$ cat config.mk
export PLATFORM = sky130hd
export DESIGN_NAME = pan_tilt_tracking_servo_commander
export DESIGN_NICKNAME = d
export VERILOG_FILES = /design/src/sv/ptsc_pkg.sv /design/src/sv/pan_tilt_tracking_servo_commander.sv /design/src/sv/ptsc_step.sv
export SDC_FILE = /design/constraint.sdc
export NUM_CORES = 1
export LEC_CHECK = 0
export BUFFER_PORTS_ARGS = -buffer_cell sky130_fd_sc_hd__buf_2
export CELL_PAD_IN_SITES_DETAIL_PLACEMENT = 2
export CELL_PAD_IN_SITES_GLOBAL_PLACEMENT = 2
export CORE_MARGIN = 3
export CORE_UTILIZATION = 35
export CTS_CLUSTER_DIAMETER = 100
export DETAILED_ROUTE_END_ITERATION = 10
export PLACE_DENSITY = 0.79
export SKIP_LAST_GASP = 1
export SYNTH_ARGS = -nofsm -noshare
export SYNTH_HDL_FRONTEND = slang
export SYNTH_SLANG_ARGS = --single-unit
$ cat constraint.sdc
create_clock -name clk_i -period 13.7 [get_ports clk_i]
set_clock_uncertainty 0.05 [all_clocks]
set_input_delay 1.37 -clock clk_i [delete_from_list [all_inputs] [get_ports clk_i]]
set_output_delay 1.37 -clock clk_i [all_outputs]
set_load 0.01 [all_outputs]
$ cat src/sv/ptsc_pkg.sv
// Shared constants for the pan/tilt tracking servo commander.
package ptsc_pkg;

  // Geometry and arithmetic widths
  localparam int COORD_BITS_DEF = 12;
  localparam int GAIN_BITS      = 16;
  localparam int POS_BITS       = 8;
  localparam int CHAN_BITS      = 3;
  localparam int BYTE_BITS      = 8;
  localparam int CFG_DATA_BITS  = 16;
  localparam int CFG_IDX_BITS   = 3;

  // Position limits
  localparam logic [POS_BITS-1:0] POS_MAX   = 8'd255;
  localparam logic [POS_BITS-1:0] POS_CAP   = 8'd254;
  localparam logic [POS_BITS-1:0] POS_RESET = 8'd128;

  // Command stream sync byte
  localparam logic [BYTE_BITS-1:0] SYNC_BYTE = 8'hFF;

  // Register indexes
  localparam logic [CFG_IDX_BITS-1:0] REG_FRAME_WIDTH    = 3'd0;
  localparam logic [CFG_IDX_BITS-1:0] REG_FRAME_HEIGHT   = 3'd1;
  localparam logic [CFG_IDX_BITS-1:0] REG_GAIN           = 3'd2;
  localparam logic [CFG_IDX_BITS-1:0] REG_PAN_CHANNEL    = 3'd3;
  localparam logic [CFG_IDX_BITS-1:0] REG_TILT_CHANNEL   = 3'd4;
  localparam logic [CFG_IDX_BITS-1:0] REG_TILT_LOW_LIMIT = 3'd5;

  // Register reset values
  localparam int FRAME_WIDTH_RESET  = 640;
  localparam int FRAME_HEIGHT_RESET = 480;
  localparam logic [GAIN_BITS-1:0] GAIN_RESET           = 16'd6554;
  localparam logic [CHAN_BITS-1:0] PAN_CHANNEL_RESET    = 3'd7;
  localparam logic [CHAN_BITS-1:0] TILT_CHANNEL_RESET   = 3'd0;
  localparam logic [POS_BITS-1:0]  TILT_LOW_LIMIT_RESET = 8'd75;

endpackage

$ cat src/sv/pan_tilt_tracking_servo_commander.sv
// Top level: face box in, six-byte pan/tilt servo command out.
//
// Each accepted box with face_found set produces six output transfers in
// order: sync 255, pan channel, pan position, sync 255, tilt channel, tilt
// position (each position capped at 254), with last_byte set on the sixth.
// A face frame occupies the output for six transfers, one byte per cycle while
// out_ready_i is high. A box is first captured in the input register; its
// command is then loaded into the frame register and byte sequencer, which
// offers the first byte. Boxes without a face are absorbed and produce nothing.
// The input register holds one more box while the previous command is still
// draining, and a new command is loaded in the same cycle the last byte of
// the previous one transfers. Positions reset to 128 and update when a
// command is loaded; registers may be rewritten only while the block is idle.
module pan_tilt_tracking_servo_commander #(
  parameter int COORD_BITS = ptsc_pkg::COORD_BITS_DEF
) (
  input  logic                              clk_i,
  input  logic                              rst_ni,
  // Configuration write port
  input  logic                              cfg_we_i,
  input  logic [ptsc_pkg::CFG_IDX_BITS-1:0] cfg_idx_i,
  input  logic [ptsc_pkg::CFG_DATA_BITS-1:0] cfg_wdata_i,
  // Face box input
  input  logic                              in_valid_i,
  output logic                              in_ready_o,
  input  logic                              face_found_i,
  input  logic [COORD_BITS-1:0]             box_x_i,
  input  logic [COORD_BITS-1:0]             box_y_i,
  input  logic [COORD_BITS-1:0]             box_w_i,
  input  logic [COORD_BITS-1:0]             box_h_i,
  // Serial command output
  output logic                              out_valid_o,
  input  logic                              out_ready_i,
  output logic [ptsc_pkg::BYTE_BITS-1:0]    serial_byte_o,
  output logic                              last_byte_o
);
  import ptsc_pkg::*;

  localparam int DW = COORD_BITS + 2;

  // Byte slots of one command frame
  localparam logic [2:0] SLOT_PAN_SYNC  = 3'd0;
  localparam logic [2:0] SLOT_PAN_CHAN  = 3'd1;
  localparam logic [2:0] SLOT_PAN_POS   = 3'd2;
  localparam logic [2:0] SLOT_TILT_SYNC = 3'd3;
  localparam logic [2:0] SLOT_TILT_CHAN = 3'd4;
  localparam logic [2:0] SLOT_TILT_POS  = 3'd5;

  // Configuration registers
  logic [COORD_BITS-1:0] frame_width_q, frame_height_q;
  logic [GAIN_BITS-1:0]  gain_q;
  logic [CHAN_BITS-1:0]  pan_channel_q, tilt_channel_q;
  logic [POS_BITS-1:0]   tilt_low_limit_q;

  always_ff @(posedge clk_i or negedge rst_ni) begin
    if (!rst_ni) begin
      frame_width_q    <= COORD_BITS'(FRAME_WIDTH_RESET);
      frame_height_q   <= COORD_BITS'(FRAME_HEIGHT_RESET);
      gain_q           <= GAIN_RESET;
      pan_channel_q    <= PAN_CHANNEL_RESET;
      tilt_channel_q   <= TILT_CHANNEL_RESET;
      tilt_low_limit_q <= TILT_LOW_LIMIT_RESET;
    end else if (cfg_we_i) begin
      case (cfg_idx_i)
        REG_FRAME_WIDTH:    frame_width_q    <= cfg_wdata_i[COORD_BITS-1:0];
        REG_FRAME_HEIGHT:   frame_height_q   <= cfg_wdata_i[COORD_BITS-1:0];
        REG_GAIN:           gain_q           <= cfg_wdata_i[GAIN_BITS-1:0];
        REG_PAN_CHANNEL:    pan_channel_q    <= cfg_wdata_i[CHAN_BITS-1:0];
        REG_TILT_CHANNEL:   tilt_channel_q   <= cfg_wdata_i[CHAN_BITS-1:0];
        REG_TILT_LOW_LIMIT: tilt_low_limit_q <= cfg_wdata_i[POS_BITS-1:0];
        default: ;
      endcase
    end
  end

  // Handshake control
  logic       in_valid_q;
  logic       face_q;
  logic       busy_q;
  logic [2:0] slot_q;
  logic       ser_free;
  logic       in_adv;
  logic       load;

  assign ser_free   = !busy_q || (out_ready_i && (slot_q == SLOT_TILT_POS));
  assign in_adv     = in_valid_q && (!face_q || ser_free);
  assign load       = in_valid_q && face_q && ser_free;
  assign in_ready_o = !in_valid_q || in_adv;

  // Input register
  logic [COORD_BITS-1:0] box_x_q, box_y_q, box_w_q, box_h_q;

  always_ff @(posedge clk_i or negedge rst_ni) begin
    if (!rst_ni) begin
      in_valid_q <= 1'b0;
    end else if (in_ready_o) begin
      in_valid_q <= in_valid_i;
    end
  end

  always_ff @(posedge clk_i) begin
    if (in_ready_o && in_valid_i) begin
      face_q  <= face_found_i;
      box_x_q <= box_x_i;
      box_y_q <= box_y_i;
      box_w_q <= box_w_i;
      box_h_q <= box_h_i;
    end
  end

  // Offsets of the box center from the frame center
  logic [DW-1:0] dx, dy;

  assign dx = DW'(frame_width_q >> 1) - DW'(box_x_q) - DW'(box_w_q >> 1);
  assign dy = DW'(frame_height_q >> 1) - DW'(box_y_q) - DW'(box_h_q >> 1);

  // Position accumulators
  logic [POS_BITS-1:0] pan_q, tilt_q;
  logic [POS_BITS-1:0] pan_d, tilt_d;

  ptsc_step #(
    .COORD_BITS (COORD_BITS),
    .NEGATE     (1'b1)
  ) u_pan_step (
    .offset_i (dx),
    .gain_i   (gain_q),
    .pos_i    (pan_q),
    .low_i    ('0),
    .pos_o    (pan_d)
  );

  ptsc_step #(
    .COORD_BITS (COORD_BITS),
    .NEGATE     (1'b0)
  ) u_tilt_step (
    .offset_i (dy),
    .gain_i   (gain_q),
    .pos_i    (tilt_q),
    .low_i    (tilt_low_limit_q),
    .pos_o    (tilt_d)
  );

  always_ff @(posedge clk_i or negedge rst_ni) begin
    if (!rst_ni) begin
      pan_q  <= POS_RESET;
      tilt_q <= POS_RESET;
    end else if (load) begin
      pan_q  <= pan_d;
      tilt_q <= tilt_d;
    end
  end

  // Command frame register, capped position bytes
  logic [BYTE_BITS-1:0] pan_byte_q, tilt_byte_q;

  always_ff @(posedge clk_i) begin
    if (load) begin
      pan_byte_q  <= (pan_d > POS_CAP) ? POS_CAP : pan_d;
      tilt_byte_q <= (tilt_d > POS_CAP) ? POS_CAP : tilt_d;
    end
  end

  // Byte sequencer
  always_ff @(posedge clk_i or negedge rst_ni) begin
    if (!rst_ni) begin
      busy_q <= 1'b0;
      slot_q <= SLOT_PAN_SYNC;
    end else if (load) begin
      busy_q <= 1'b1;
      slot_q <= SLOT_PAN_SYNC;
    end else if (busy_q && out_ready_i) begin
      if (slot_q == SLOT_TILT_POS) begin
        busy_q <= 1'b0;
        slot_q <= SLOT_PAN_SYNC;
      end else begin
        slot_q <= slot_q + 3'd1;
      end
    end
  end

  // Output byte select
  always_comb begin
    case (slot_q)
      SLOT_PAN_SYNC:  serial_byte_o = SYNC_BYTE;
      SLOT_PAN_CHAN:  serial_byte_o = BYTE_BITS'(pan_channel_q);
      SLOT_PAN_POS:   serial_byte_o = pan_byte_q;
      SLOT_TILT_SYNC: serial_byte_o = SYNC_BYTE;
      SLOT_TILT_CHAN: serial_byte_o = BYTE_BITS'(tilt_channel_q);
      SLOT_TILT_POS:  serial_byte_o = tilt_byte_q;
      default:        serial_byte_o = SYNC_BYTE;
    endcase
  end

  assign out_valid_o = busy_q;
  assign last_byte_o = (slot_q == SLOT_TILT_POS);

endmodule

$ cat src/sv/ptsc_step.sv
// One axis: scale the offset by the Q0.16 gain, accumulate and clamp.
module ptsc_step #(
  parameter int COORD_BITS = ptsc_pkg::COORD_BITS_DEF,
  parameter bit NEGATE     = 1'b0
) (
  input  logic [COORD_BITS+1:0]          offset_i,
  input  logic [ptsc_pkg::GAIN_BITS-1:0] gain_i,
  input  logic [ptsc_pkg::POS_BITS-1:0]  pos_i,
  input  logic [ptsc_pkg::POS_BITS-1:0]  low_i,
  output logic [ptsc_pkg::POS_BITS-1:0]  pos_o
);
  import ptsc_pkg::*;

  localparam int DW = COORD_BITS + 2;          // signed offset width
  localparam int MW = DW - 1;                  // magnitude width
  localparam int PW = MW + GAIN_BITS;          // product width
  localparam int AW = COORD_BITS + 3;          // signed accumulator width

  logic          neg;
  logic [DW-1:0] neg_offset;
  logic [MW-1:0] mag;
  logic [PW-1:0] prod;
  logic [MW-1:0] step_mag;
  logic          sub;
  logic [AW-1:0] acc;

  // Magnitude of the offset, product truncated toward zero
  assign neg        = offset_i[DW-1];
  assign neg_offset = DW'(0) - offset_i;
  assign mag        = neg ? neg_offset[MW-1:0] : offset_i[MW-1:0];
  assign prod       = PW'(mag) * PW'(gain_i);
  assign step_mag   = prod[PW-1:GAIN_BITS];

  // Add or subtract the step magnitude depending on sign and axis direction
  assign sub = neg ^ NEGATE;
  assign acc = sub ? (AW'(pos_i) - AW'(step_mag)) : (AW'(pos_i) + AW'(step_mag));

  // Clamp to low..255
  always_comb begin
    if (acc[AW-1]) begin
      pos_o = low_i;
    end else if (acc[AW-2:0] > (AW-1)'(POS_MAX)) begin
      pos_o = POS_MAX;
    end else if (acc[POS_BITS-1:0] < low_i) begin
      pos_o = low_i;
    end else begin
      pos_o = acc[POS_BITS-1:0];
    end
  end

endmodule
==> run summary <==
Seq cells post-synth: 136
fin. max-slew vios: 0
Worst Setup End Kind: register
io pins: 84
wire length of the first global-routing pass: 122 mm
Rel. slew slack: 0.221
hpwl dp: 60.3 mm
Starting Density: 0.357
die width: 263 um
syn_area_per_cell: 8.91 sq um
final setup fails: 0
Final Hold Slack: 0.471 ns
post-synthesis sequential area ratio: 0.162
vias in the first global route: 21900
clk root buf: clkbuf_16
total wire length: 76.0 mm
Tmin final: 13.08 ns
Worst Path Buf+Inv: 6
DRC Markers: 0
dpl ws: 0.451 ns
filler cell count: 7199
commonest non-fill, non-tap cell in the layout: inv_1
syn_nets: 3216
H-tree depth: 4
Req. time, crit path: 14.01 ns
grt total ovfl: 0
Die ar.: 0.0694 sq mm
setup tns final: 0 ns
fin area: 0.0253 sq mm
Clock Sinks: 136
Hold Vio Cnt, Final: 0
outcome: finished, final reports clean
slowest cell on the critical path: fa_1
cts hold-fix bufs: 0
layout cells sized above 1: 0.109
worst stage delay on the critical path: 0.56 ns
period utilization: 0.955
initial antenna violation count: 6
I/O Buffers: 81
DR iter-0 viols: 881
CTS tree: yes
Post-DP Area: 0.0246 sq mm
largest net degree at the start of global routing: 74
Worst Tran Pin Value: 1.17 ns
most used flip-flop cell after synthesis: edfxtp_1
nets: 3265
routed vias/inst: 5.31
gr usage total: 0.220
# rows: 93
worst setup margin: 0.621 ns
DR vias: 18700
max capacitance violation total: 0
clock buffer depth: 2
Fmax: 76.5 MHz
crit path launch type: register
min-delay worst type: register to register
core area: 0.0650 sq mm
critical path class: register to register
cell mode on critical path: fa_1
synthesized area: 0.0232 sq mm
Synthesis Warnings: 0
average wire per standard cell: 21.6 um
die height: 263 um
delay-heaviest family, CP: adder cells
clk_lat worst skew: 0.44 ns
CTS buffer count: 17
Async SR Flop Fraction: 0.537
most frequent cells in the layout: inv_1 (476), nand2_1 (355), fa_1 (314)
drt pass-1 iters: 5
GP Congestion: 0.858
critical path peak fanout: 16
Clk pin slew, worst setup/hold paths: 0.06 ns
Mapped Cells: 2602
Post-synth EDFFs: 63
synth unique cells: 94
ANT nets after route: 0
Area Overhead vs Synth: 9.06%
CP arrival: 13.39 ns
==> cell type report <==
type / instances / area, sq um / area share
clock inverter: 15 / 104 / 0.00411
antenna: 3 / 7.51 / 0.000297
timing repair buffer: 126 / 746 / 0.0295
clock buffer: 17 / 425 / 0.0168
sequential: 136 / 3750 / 0.148
multi-input combinational: 1894 / 17400 / 0.688
tap: 855 / 1070 / 0.0423
inverter: 476 / 1790 / 0.0706
==> synth_stat cells (all sizes together) (33+ instances only) <==
master | count | area (sq um)
inv | 476 | 1790
nand2 | 355 | 1330
fa | 314 | 6290
ha | 227 | 2840
and2 | 123 | 769
a21oi | 108 | 544
nor2 | 99 | 372
clkbuf | 86 | 323
o21ai | 85 | 437
xnor2 | 67 | 587
edfxtp | 63 | 1890
nor2b | 59 | 369
dfrtp | 51 | 1280
mux2 | 49 | 556
nand3 | 34 | 170
a21o | 33 | 255
==> per-layer routing <==
metal,GRT usage,wire length [um],vias up
met5,0,13,-
met4,0.0556,1570,2
met3,0.0204,1990,92
met2,0.400,39200,304
met1,0.278,33200,9819
li1,-,-,8472
==> sequential cells by signal, indices dropped and copies added (netlist names), 11 cells and up <==
signal	flops
gain_q	16
box_x_q	12
box_y_q	12
frame_height_q	11
box_w_q	11
frame_width_q	11
box_h_q	11
==> worst paths after layout <==
kind                                   start  cells past startpoint  slack (ns)          endpoint
setup / recovery           frame_height_q[1]                     49        0.62         tilt_q[1]
hold / removal                     gain_q[6]                      1        0.47         gain_q[6]
setup reg to reg           frame_height_q[1]                     49        0.62         tilt_q[1]
hold reg to reg                    gain_q[6]                      1        0.47         gain_q[6]
max in group asynchronous             rst_ni                      1       11.93         tilt_q[2]
min in group asynchronous             rst_ni                      1        1.01  frame_width_q[5]
==> kinds of logic after synthesis <==
| family | synth area share |
|---|---|
| xor+xnor | 0.0366 |
| compound gates | 0.124 |
| mux | 0.0287 |
| fa+ha+maj | 0.394 |
| simple gates | 0.162 |
| buf+inv | 0.0936 |
| flops | 0.162 |
==> through the flow <==
step,util,std cells
finish,0.389,3522
global route,0.389,3519
CTS,0.387,3517
detailed placement,0.379,3485
global placement,0.379,3485
floorplan,-,2602
==> timing repair <==
action | 4_1_cts | 5_1_grt
setup buffers | 0 | 1
resized for setup | 0 | 18
setup endpoints to repair | 0 | 32
Power is left out: the tool's default activity adds up to more than one toggle a clock period on the data nets, which glitch-free logic cannot reach.
